**src/sv/sha_pkg.sv**
```systemverilog
// Shared constants, types and functions of the SHA-256 stream hasher.
package sha_pkg;

    localparam int unsigned BlockBytes = 64;
    localparam int unsigned Rounds     = 64;
    localparam int unsigned LenBytePos = 56;
    localparam logic [7:0]  PadByte    = 8'h80;

    typedef logic [31:0] t_word;

    function automatic t_word round_const(input logic [5:0] t);
        t_word k;
        case (t)
            6'd0:  k = 32'h428a2f98; 6'd1:  k = 32'h71374491;
            6'd2:  k = 32'hb5c0fbcf; 6'd3:  k = 32'he9b5dba5;
            6'd4:  k = 32'h3956c25b; 6'd5:  k = 32'h59f111f1;
            6'd6:  k = 32'h923f82a4; 6'd7:  k = 32'hab1c5ed5;
            6'd8:  k = 32'hd807aa98; 6'd9:  k = 32'h12835b01;
            6'd10: k = 32'h243185be; 6'd11: k = 32'h550c7dc3;
            6'd12: k = 32'h72be5d74; 6'd13: k = 32'h80deb1fe;
            6'd14: k = 32'h9bdc06a7; 6'd15: k = 32'hc19bf174;
            6'd16: k = 32'he49b69c1; 6'd17: k = 32'hefbe4786;
            6'd18: k = 32'h0fc19dc6; 6'd19: k = 32'h240ca1cc;
            6'd20: k = 32'h2de92c6f; 6'd21: k = 32'h4a7484aa;
            6'd22: k = 32'h5cb0a9dc; 6'd23: k = 32'h76f988da;
            6'd24: k = 32'h983e5152; 6'd25: k = 32'ha831c66d;
            6'd26: k = 32'hb00327c8; 6'd27: k = 32'hbf597fc7;
            6'd28: k = 32'hc6e00bf3; 6'd29: k = 32'hd5a79147;
            6'd30: k = 32'h06ca6351; 6'd31: k = 32'h14292967;
            6'd32: k = 32'h27b70a85; 6'd33: k = 32'h2e1b2138;
            6'd34: k = 32'h4d2c6dfc; 6'd35: k = 32'h53380d13;
            6'd36: k = 32'h650a7354; 6'd37: k = 32'h766a0abb;
            6'd38: k = 32'h81c2c92e; 6'd39: k = 32'h92722c85;
            6'd40: k = 32'ha2bfe8a1; 6'd41: k = 32'ha81a664b;
            6'd42: k = 32'hc24b8b70; 6'd43: k = 32'hc76c51a3;
            6'd44: k = 32'hd192e819; 6'd45: k = 32'hd6990624;
            6'd46: k = 32'hf40e3585; 6'd47: k = 32'h106aa070;
            6'd48: k = 32'h19a4c116; 6'd49: k = 32'h1e376c08;
            6'd50: k = 32'h2748774c; 6'd51: k = 32'h34b0bcb5;
            6'd52: k = 32'h391c0cb3; 6'd53: k = 32'h4ed8aa4a;
            6'd54: k = 32'h5b9cca4f; 6'd55: k = 32'h682e6ff3;
            6'd56: k = 32'h748f82ee; 6'd57: k = 32'h78a5636f;
            6'd58: k = 32'h84c87814; 6'd59: k = 32'h8cc70208;
            6'd60: k = 32'h90befffa; 6'd61: k = 32'ha4506ceb;
            6'd62: k = 32'hbef9a3f7; default: k = 32'hc67178f2;
        endcase
        return k;
    endfunction

    function automatic t_word init_hash(input logic [2:0] i);
        t_word h;
        case (i)
            3'd0: h = 32'h6a09e667; 3'd1: h = 32'hbb67ae85;
            3'd2: h = 32'h3c6ef372; 3'd3: h = 32'ha54ff53a;
            3'd4: h = 32'h510e527f; 3'd5: h = 32'h9b05688c;
            3'd6: h = 32'h1f83d9ab; default: h = 32'h5be0cd19;
        endcase
        return h;
    endfunction

    // Handshake between the byte front end and the round engine.
    typedef struct packed {
        logic start;
        logic last;   // final block of a message: emit the digest after it
    } t_blk_req;

endpackage

```
**src/sv/sha_if.sv**
```systemverilog
// Valid/ready channel interfaces of the SHA-256 stream hasher.
interface sha_in_if;
    logic       valid;
    logic       ready;
    logic [7:0] data_byte;
    logic       byte_present;
    logic       end_of_message;
    modport source (output valid, data_byte, byte_present, end_of_message, input ready);
    modport sink   (input valid, data_byte, byte_present, end_of_message, output ready);
endinterface

interface sha_out_if;
    logic        valid;
    logic        ready;
    logic [31:0] digest_word;
    logic [2:0]  word_index;
    logic        last_word;
    modport source (output valid, digest_word, word_index, last_word, input ready);
    modport sink   (input valid, digest_word, word_index, last_word, output ready);
endinterface

```
**src/sv/sha_engine.sv**
```systemverilog
// SHA-256 round engine: message schedule memory, 64 rounds, chaining update.
module sha_engine (
    input  logic                 i_clk,
    input  logic                 i_rst_n,
    input  sha_pkg::t_blk_req    i_req,
    output logic                 o_busy,
    // block word read port into the front end's buffer
    output logic [3:0]           o_blk_addr,
    input  sha_pkg::t_word       i_blk_word,
    // digest words out
    output logic                 o_valid,
    input  logic                 i_ready,
    output sha_pkg::t_word       o_word,
    output logic [2:0]           o_index
);
    typedef enum logic [5:0] {
        S_IDLE  = 6'b000001,
        S_PRIME = 6'b000010,
        S_ROUND = 6'b000100,
        S_ADD   = 6'b001000,
        S_EMIT  = 6'b010000,
        S_INIT  = 6'b100000
    } t_state;

    t_state        r_state, n_state;
    sha_pkg::t_word r_v [8];
    sha_pkg::t_word r_h [8];
    sha_pkg::t_word r_w [16];   // sliding 16-word schedule window
    logic [6:0]    r_t;
    logic          r_last;
    logic [2:0]    r_idx;

    sha_pkg::t_word w_cur, sig1, pick, t1, sig0, vote, t2, s0, s1, w_new, x, y;
    logic [5:0]    t6;

    assign t6 = r_t[5:0];
    assign x  = r_w[1];
    assign y  = r_w[14];
    assign s0 = {x[6:0], x[31:7]} ^ {x[17:0], x[31:18]} ^ (x >> 3);
    assign s1 = {y[16:0], y[31:17]} ^ {y[18:0], y[31:19]} ^ (y >> 10);
    assign w_new = s1 + r_w[9] + s0 + r_w[0];
    // first 16 rounds take words straight from the buffer memory
    assign w_cur = (r_t < 7'd16) ? i_blk_word : w_new;

    assign sig1 = {r_v[4][5:0], r_v[4][31:6]} ^ {r_v[4][10:0], r_v[4][31:11]}
                ^ {r_v[4][24:0], r_v[4][31:25]};
    assign pick = (r_v[4] & r_v[5]) ^ (~r_v[4] & r_v[6]);
    assign t1   = r_v[7] + sig1 + pick + sha_pkg::round_const(t6) + w_cur;
    assign sig0 = {r_v[0][1:0], r_v[0][31:2]} ^ {r_v[0][12:0], r_v[0][31:13]}
                ^ {r_v[0][21:0], r_v[0][31:22]};
    assign vote = (r_v[0] & r_v[1]) ^ (r_v[0] & r_v[2]) ^ (r_v[1] & r_v[2]);
    assign t2   = sig0 + vote;

    // buffer memory read is registered: address runs one round ahead
    always_comb begin
        o_blk_addr = 4'd0;
        if (r_state == S_ROUND) begin
            o_blk_addr = 4'(r_t + 7'd1);
        end
    end

    assign o_busy  = (r_state != S_IDLE) || i_req.start;
    assign o_valid = (r_state == S_EMIT);
    assign o_word  = r_h[r_idx];
    assign o_index = r_idx;

    always_comb begin
        n_state = r_state;
        case (r_state)
            S_IDLE:  if (i_req.start) n_state = S_PRIME;
            S_PRIME: n_state = S_ROUND;
            S_ROUND: if (r_t == 7'(sha_pkg::Rounds - 1)) n_state = S_ADD;
            S_ADD:   n_state = r_last ? S_EMIT : S_IDLE;
            S_EMIT:  if (i_ready && r_idx == 3'd7) n_state = S_INIT;
            S_INIT:  n_state = S_IDLE;
            default: n_state = S_IDLE;
        endcase
    end

    always_ff @(posedge i_clk) begin
        if (!i_rst_n) begin
            r_state <= S_INIT;
            r_idx   <= 3'd0;
            r_t     <= 7'd0;
            r_last  <= 1'b0;
        end else begin
            r_state <= n_state;
            case (r_state)
                S_IDLE: begin
                    r_last <= i_req.last;
                    r_t    <= 7'd0;
                end
                S_PRIME: begin
                    for (int i = 0; i < 8; i++) r_v[i] <= r_h[i];
                end
                S_ROUND: begin
                    r_v[7] <= r_v[6]; r_v[6] <= r_v[5]; r_v[5] <= r_v[4];
                    r_v[4] <= r_v[3] + t1;
                    r_v[3] <= r_v[2]; r_v[2] <= r_v[1]; r_v[1] <= r_v[0];
                    r_v[0] <= t1 + t2;
                    for (int i = 0; i < 15; i++) r_w[i] <= r_w[i+1];
                    r_w[15] <= w_cur;
                    r_t <= r_t + 7'd1;
                end
                S_ADD: begin
                    for (int i = 0; i < 8; i++) r_h[i] <= r_h[i] + r_v[i];
                    r_idx <= 3'd0;
                end
                S_EMIT: begin
                    if (i_ready) r_idx <= r_idx + 3'd1;
                end
                S_INIT: begin
                    for (int i = 0; i < 8; i++) r_h[i] <= sha_pkg::init_hash(3'(i));
                end
                default: ;
            endcase
        end
    end
endmodule

```
**src/sv/sha_front.sv**
```systemverilog
// Byte front end: block buffer memory, fill count, bit count and padding.
module sha_front (
    input  logic              i_clk,
    input  logic              i_rst_n,
    sha_in_if.sink            in_ch,
    output sha_pkg::t_blk_req o_req,
    input  logic              i_eng_busy,
    input  logic              i_eng_done,   // digest fully delivered
    input  logic [3:0]        i_rd_addr,
    output sha_pkg::t_word    o_rd_word
);
    typedef enum logic [3:0] {
        F_IDLE = 4'b0001,
        F_PAD  = 4'b0010,
        F_WAIT = 4'b0100,
        F_DONE = 4'b1000
    } t_fstate;

    t_fstate     r_state;
    logic [5:0]  r_fill;
    logic [63:0] r_len;
    logic        r_full;      // a full block waits on a busy engine
    logic        r_padlast;   // current padding block carries the length
    logic        r_end;       // end seen, padding still to run
    sha_pkg::t_word r_mem [16];  // 64 bytes held as 16 big-endian words

    logic        wr_en;
    logic [5:0]  wr_addr;
    logic [7:0]  wr_byte;
    logic        take;
    logic [7:0]  len_byte;

    // block memory, byte-lane writes, registered word read
    always_ff @(posedge i_clk) begin
        if (wr_en) begin
            case (wr_addr[1:0])
                2'd0:    r_mem[wr_addr[5:2]][31:24] <= wr_byte;
                2'd1:    r_mem[wr_addr[5:2]][23:16] <= wr_byte;
                2'd2:    r_mem[wr_addr[5:2]][15:8]  <= wr_byte;
                default: r_mem[wr_addr[5:2]][7:0]   <= wr_byte;
            endcase
        end
        o_rd_word <= r_mem[i_rd_addr];
    end

    // no writes while the engine reads the buffer
    assign in_ch.ready = (r_state == F_IDLE) && !r_full && !r_end && !i_eng_busy;
    assign take = in_ch.valid && in_ch.ready;
    assign len_byte = r_len[8*(7 - r_fill[2:0]) +: 8];

    always_comb begin
        wr_en = 1'b0; wr_addr = r_fill; wr_byte = in_ch.data_byte;
        if (take && in_ch.byte_present) begin
            wr_en = 1'b1;
        end else if (r_state == F_PAD && !r_full && !i_eng_busy) begin
            wr_en = 1'b1;
            if (r_fill >= 6'(sha_pkg::LenBytePos) && r_padlast) wr_byte = len_byte;
            else wr_byte = 8'h00;
        end else if (r_end && r_state == F_IDLE && !r_full && !i_eng_busy) begin
            wr_en = 1'b1;
            wr_byte = sha_pkg::PadByte;
        end
    end

    always_ff @(posedge i_clk) begin
        if (!i_rst_n) begin
            r_state <= F_IDLE; r_fill <= 6'd0; r_len <= 64'd0;
            r_full <= 1'b0; r_padlast <= 1'b0; r_end <= 1'b0;
            o_req <= '0;
        end else begin
            // a full block is handed over once the engine is free
            if (r_full && !i_eng_busy) begin
                r_full <= 1'b0;
                o_req.start <= 1'b1;
                o_req.last  <= (r_state == F_PAD) && r_padlast;
                if (r_state == F_PAD && r_padlast) r_state <= F_WAIT;
            end else begin
                o_req <= '0;
            end
            case (r_state)
                F_IDLE: begin
                    if (take) begin
                        if (in_ch.byte_present) begin
                            r_fill <= r_fill + 6'd1;
                            r_len  <= r_len + 64'd8;
                            if (r_fill == 6'd63) r_full <= 1'b1;
                        end
                        r_end <= in_ch.end_of_message;
                    end else if (r_end && !r_full && !i_eng_busy) begin
                        // place the 0x80 marker, then fill
                        r_end     <= 1'b0;
                        r_fill    <= r_fill + 6'd1;
                        r_padlast <= (r_fill < 6'(sha_pkg::LenBytePos));
                        r_full    <= (r_fill == 6'd63);
                        r_state   <= F_PAD;
                    end
                end
                F_PAD: begin
                    if (!r_full) begin
                        if (!i_eng_busy) begin
                            r_fill <= r_fill + 6'd1;
                            if (r_fill == 6'd63) r_full <= 1'b1;
                        end
                    end else if (!i_eng_busy && !r_padlast) begin
                        r_padlast <= 1'b1;
                    end
                end
                F_WAIT: begin
                    if (i_eng_done) begin
                        r_state <= F_DONE;
                    end
                end
                F_DONE: begin
                    // engine restores the chaining state in this cycle
                    r_state <= F_IDLE; r_len <= 64'd0; r_fill <= 6'd0;
                end
                default: r_state <= F_IDLE;
            endcase
        end
    end
endmodule

```
**src/sv/sha256_stream_hasher.sv**
```systemverilog
// Top level of the SHA-256 stream hasher.
//
//  channel  | dir | transfer payload
//  ---------+-----+------------------------------------------------
//  in_ch    | in  | data_byte[8], byte_present, end_of_message
//  out_ch   | out | digest_word[32], word_index[3], last_word
//
// Bytes are taken while the block buffer is filling. After the 64th byte
// of a block, input stalls through the hand-over, the request, the load,
// 64 rounds (one per cycle through the shared round unit) and the chaining
// add. An end transfer costs padding writes (one byte per cycle into the
// buffer memory, never while the engine reads it), one or two compressions
// and eight digest transfers, then a restore of the initial state. Reset
// is synchronous, active low; after it the engine loads the initial
// hash values. Output stalls hold the current digest word and keep
// input stalled.
module sha256_stream_hasher (
    input  logic      i_clk,
    input  logic      i_rst_n,
    sha_in_if.sink    in_ch,
    sha_out_if.source out_ch
);
    sha_pkg::t_blk_req req;
    logic              eng_busy;
    logic [3:0]        rd_addr;
    sha_pkg::t_word    rd_word;
    logic              eng_done;

    // done once the final word is taken
    assign eng_done = out_ch.valid && out_ch.ready && out_ch.last_word;

    sha_front u_front (
        .i_clk      (i_clk),
        .i_rst_n    (i_rst_n),
        .in_ch      (in_ch),
        .o_req      (req),
        .i_eng_busy (eng_busy),
        .i_eng_done (eng_done),
        .i_rd_addr  (rd_addr),
        .o_rd_word  (rd_word)
    );

    sha_engine u_engine (
        .i_clk      (i_clk),
        .i_rst_n    (i_rst_n),
        .i_req      (req),
        .o_busy     (eng_busy),
        .o_blk_addr (rd_addr),
        .i_blk_word (rd_word),
        .o_valid    (out_ch.valid),
        .i_ready    (out_ch.ready),
        .o_word     (out_ch.digest_word),
        .o_index    (out_ch.word_index)
    );

    assign out_ch.last_word = (out_ch.word_index == 3'd7);
endmodule
```
**src/flat_wrapper.sv**
```systemverilog
// flat-port wrapper written by rule: the top's interface ports become plain ports
module sha256_stream_hasher_flat 
  (i_clk, i_rst_n, in_ch_valid, in_ch_data_byte, in_ch_byte_present, in_ch_end_of_message, in_ch_ready, out_ch_valid, out_ch_digest_word, out_ch_word_index, out_ch_last_word, out_ch_ready);
  sha_in_if in_ch_i ();
  sha_out_if out_ch_i ();
  input  logic i_clk;
  input  logic i_rst_n;
  input wire logic [$bits(in_ch_i.valid)-1:0] in_ch_valid;
  input wire logic [$bits(in_ch_i.data_byte)-1:0] in_ch_data_byte;
  input wire logic [$bits(in_ch_i.byte_present)-1:0] in_ch_byte_present;
  input wire logic [$bits(in_ch_i.end_of_message)-1:0] in_ch_end_of_message;
  output wire logic [$bits(in_ch_i.ready)-1:0] in_ch_ready;
  output wire logic [$bits(out_ch_i.valid)-1:0] out_ch_valid;
  output wire logic [$bits(out_ch_i.digest_word)-1:0] out_ch_digest_word;
  output wire logic [$bits(out_ch_i.word_index)-1:0] out_ch_word_index;
  output wire logic [$bits(out_ch_i.last_word)-1:0] out_ch_last_word;
  input wire logic [$bits(out_ch_i.ready)-1:0] out_ch_ready;
  assign in_ch_i.valid = in_ch_valid;
  assign in_ch_i.data_byte = in_ch_data_byte;
  assign in_ch_i.byte_present = in_ch_byte_present;
  assign in_ch_i.end_of_message = in_ch_end_of_message;
  assign in_ch_ready = in_ch_i.ready;
  assign out_ch_valid = out_ch_i.valid;
  assign out_ch_digest_word = out_ch_i.digest_word;
  assign out_ch_word_index = out_ch_i.word_index;
  assign out_ch_last_word = out_ch_i.last_word;
  assign out_ch_i.ready = out_ch_ready;
  sha256_stream_hasher u_core (.i_clk(i_clk), .i_rst_n(i_rst_n), .in_ch(in_ch_i), .out_ch(out_ch_i));
endmodule
```
**config.mk**
```make
export PLATFORM = sky130hd
export DESIGN_NAME = sha256_stream_hasher_flat
export DESIGN_NICKNAME = d
export VERILOG_FILES = /design/src/sv/sha_pkg.sv /design/src/sv/sha_if.sv /design/src/sv/sha_engine.sv /design/src/sv/sha_front.sv /design/src/sv/sha256_stream_hasher.sv /design/src/flat_wrapper.sv
export SDC_FILE = /design/constraint.sdc
export NUM_CORES = 2
export LEC_CHECK = 0
export BUFFER_PORTS_ARGS = -buffer_cell sky130_fd_sc_hd__buf_2
export CAP_MARGIN = 10
export CORE_MARGIN = 1.5
export CORE_UTILIZATION = 40
export CTS_CLUSTER_SIZE = 12
export DETAILED_ROUTE_END_ITERATION = 12
export SETUP_SLACK_MARGIN = 0.1
export SYNTH_ARGS = -nofsm -noshare
export SYNTH_HDL_FRONTEND = slang
export SYNTH_SLANG_ARGS = --single-unit
```
**constraint.sdc**
```tcl
create_clock -name i_clk -period 25.4 [get_ports i_clk]
set_input_delay 2.54 -clock i_clk [delete_from_list [all_inputs] [get_ports i_clk]]
set_output_delay 2.54 -clock i_clk [all_outputs]
set_load 0.01 [all_outputs]
```
==> reports/qor.yml <==
outcome:
  status: "finished clean"
critical_path:
  crit_start: "u_core.u_engine.r_w[0][51]"
  cp_max_fo: 5
  critPathRequiredTime_ps: 25980
  cp.arrival_ps: 12360
  slowest_stage: "o21ai_0"
  r2r-start: "u_core.u_engine.r_w[0][51]"
  cp-end-kind: "flop"
  cpPeakStageDelay_ps: 660
  start_kind: "flop"
  path_class: "reg -> reg"
pwr:
  seqPwrFrac_pct: 44.2
  switching_power_w: 0.00192
  finalPower_w: 0.00689
  netSwitchingFraction_pct: 27.8
  p_int_w: 0.00497
  clkPwrFrac_pct: 38.8
  power_density_nw_per_um2: 68.7
  p_comb_share_pct: 17.0
  leakage_nw: 37.2
  peakVddDrop_uv: 65.4
clock_network:
  hold_buffers: 0
  cts_setup_buffers: 0
  htree_levels: 4
  cts_resized: 0
  clk_path_buf_depth: 3
  clock_latency_ps: 870
  cts_root_buf: "clkbuf_16"
  cts_buffers: 188
  cts.sinks: 1696
  cts_tree: "done"
  cts.clk_slew.worst_paths_ps: 60
synthesis:
  avgSynthCellArea_um2: 10.9
  synthCells: 8292
  synthDistinctLibCells: 96
  syn_area_um2: 90800
  ys_ff_latch: 1696
  synth_edf_count: 1376
  yosysSeqAreaShare_pct: 52.6
  synth_top_area_share_pct: 45.5
  synth_area_leaders: "edfxtp_1 46%, dfxtp_1 7.1%, nand2_1 5.5%"
  synth_top_area_cell: "edfxtp_1"
  syn_nets: 8898
  synthArstFlopShare_pct: 0
  ys.flop_type: "edfxtp_1"
  synth_warnings: 0
floorplan:
  die_w_um: 479
  die_area_um2: 230000
  rows: 174
  die_y_um: 479
  core_area_um2: 225000
  pin_count: 52
  initial_core_util_pct: 40.3
grt:
  grt_overflow_total: 0
  grt_pass1_wl_mm: 421
  grt_use_total_pct: 24.4
  antenna_found_initial: 14
  grt_pass1_vias: 62200
  grt_max_degree: 178
timing:
  setup_tns_ps: 0
  setup_slack_ps: 13620
  period_needed_ps: 11780
  clock_skew_ps: 79.6
  setup_viol: 0
  hold_viol_final: 0
  fmax_mhz: 84.9
  maxSlewViolCount: 0
  relSlewSlack_pct: 14.4
  timing.final.crit_share_pct: 46.4
  tightest_slew_ps: 1270
  rsz0062_at_grt: "false"
layout:
  mostFrequentLayoutCell: "edfxtp_1"
  most-common-layout-cells: "1376 x edfxtp_1, 1334 x nand2_1, 512 x a21oi_1"
  area_delta_synth_final_pct: 10.4
  final_core_util_pct: 44.5
  finalNonFillerCells: 11400
  multi_input_area_um2: 40100
  nets: 8834
  seq_area_um2: 47700
  layout-drive-gt1-share_pct: 7.42
  fillers: 21100
placement:
  port_buffers: 51
  place_ws_ps: 13770
  dpl.hpwl_mm: 201
  dpl.cell_count: 11000
  gp_congestion: 0.968
routing:
  vias_per_cell: 5.76
  first_iter_violations: 7127
  vias: 65500
  wire_per_inst_um: 25.1
  finalWirelength_mm: 285
  drc: 0
  drt.antenna.violating_nets: 0
  drt_pre_antenna_iters: 7
flow_run:
  max-cap-violations: 0
worst_hold_path:
  hp-class: "reg -> reg"
  min_from: "u_core.u_engine.r_w[0][155]"
## final timing paths
| check | to | slack [ps] | depth (start not counted) |
|---|---|---|---|
| setup reg to reg | u_core.u_engine.r_v[0][29] | 13620 | 47 |
| setup / recovery | u_core.u_engine.r_v[0][29] | 13620 | 47 |
| hold reg to reg | u_core.u_engine.r_w[0][123] | 360 | 0 |
| hold / removal | u_core.u_engine.r_w[0][123] | 360 | 0 |
## synthesized netlist by cell type (104+ instances only)
master and number:
nand2_1 1341, inv_1 427, o21ai_0 483, nor2_1 433, a21o_1 199, xnor2_1 374
fa_1 195, edfxtp_1 1376, a311oi_1 104, ha_1 397, clkbuf_1 360, nand3_1 192
nor3_1 118, xor2_1 241, a21oi_1 513, dfxtp_1 320
## metrics by stage
step                hold slack (ps)  cell area [µm²]
finish                          360           100000
detailed placement              405            94200
CTS                             362           100000
global route                    376           100000
global placement                400            94200
floorplan                       400            90800
## routing by layer
| layer | vias up | global-route usage (%) | share of wire, % |
|---|---|---|---|
| li1 | 29600 | - | - |
| met1 | 32700 | 36.5 | 45 |
| met2 | 2794 | 36.5 | 44 |
| met3 | 404 | 3.99 | 8.3 |
| met4 | 10 | 6.70 | 2.7 |
| met5 | - | 0 | 0.025 |
## worst max-delay path: cells and delay by family (launching register included)
family,cells,cell delay [ps]
buffers and inverters,7,490
AO/OA/AOI/OAI,18,4030
XOR/XNOR,5,1190
flip-flops,1,470
adder cells (fa/ha/maj),10,4140
AND/OR/NAND/NOR,7,1150
## cell families after synthesis
kind of cell / synth area share (%)
fa+ha+maj: 9.83
flops: 52.6
mux: 3.28
simple gates: 12.0
buf+inv: 3.48
compound gates: 12.9
xor+xnor: 5.98
## final cells by class
type | instances | share of cell area (%)
flip-flops and latches | 1696 | 47.6
clock buffers | 259 | 5.09
inverters | 430 | 1.62
repair buffers | 153 | 1.03
well taps | 2992 | 3.74
diodes | 4 | 0.00999
multi-input cells | 5759 | 40.0
clock inverters | 75 | 0.870
## flip-flops by register name, summed over array words and instances, names as in the netlist, named ones only
signal,flops
u_core.u_front.r_len,61
u_core.u_engine.o_index,3
u_core.u_engine.r_v,256
u_core.u_engine.r_t,7
u_core.u_front.r_state,4
u_core.u_front.r_fill,6
u_core.u_front.r_full,1
u_core.u_front.r_mem,512
u_core.u_front.o_req,2
u_core.u_engine.r_w,512
u_core.u_front.o_rd_word,32
u_core.u_front.r_padlast,1
u_core.u_engine.r_last,1
u_core.u_front.r_end,1
u_core.u_engine.r_state,6
u_core.u_engine.r_h,256
## power groups by stage
stage / clock, W / sequential, W / combinational, W
2_1_floorplan: 0 / 0.00310 / 0.000836
3_3_place_gp: 0 / 0.00311 / 0.00114
3_5_place_dp: 0 / 0.00311 / 0.00114
4_1_cts: 0.00272 / 0.00305 / 0.00115
5_1_grt: 0.00282 / 0.00305 / 0.00128
6_report: 0.00267 / 0.00305 / 0.00117
No activity file was read; power rests on OpenSTA's default activity.
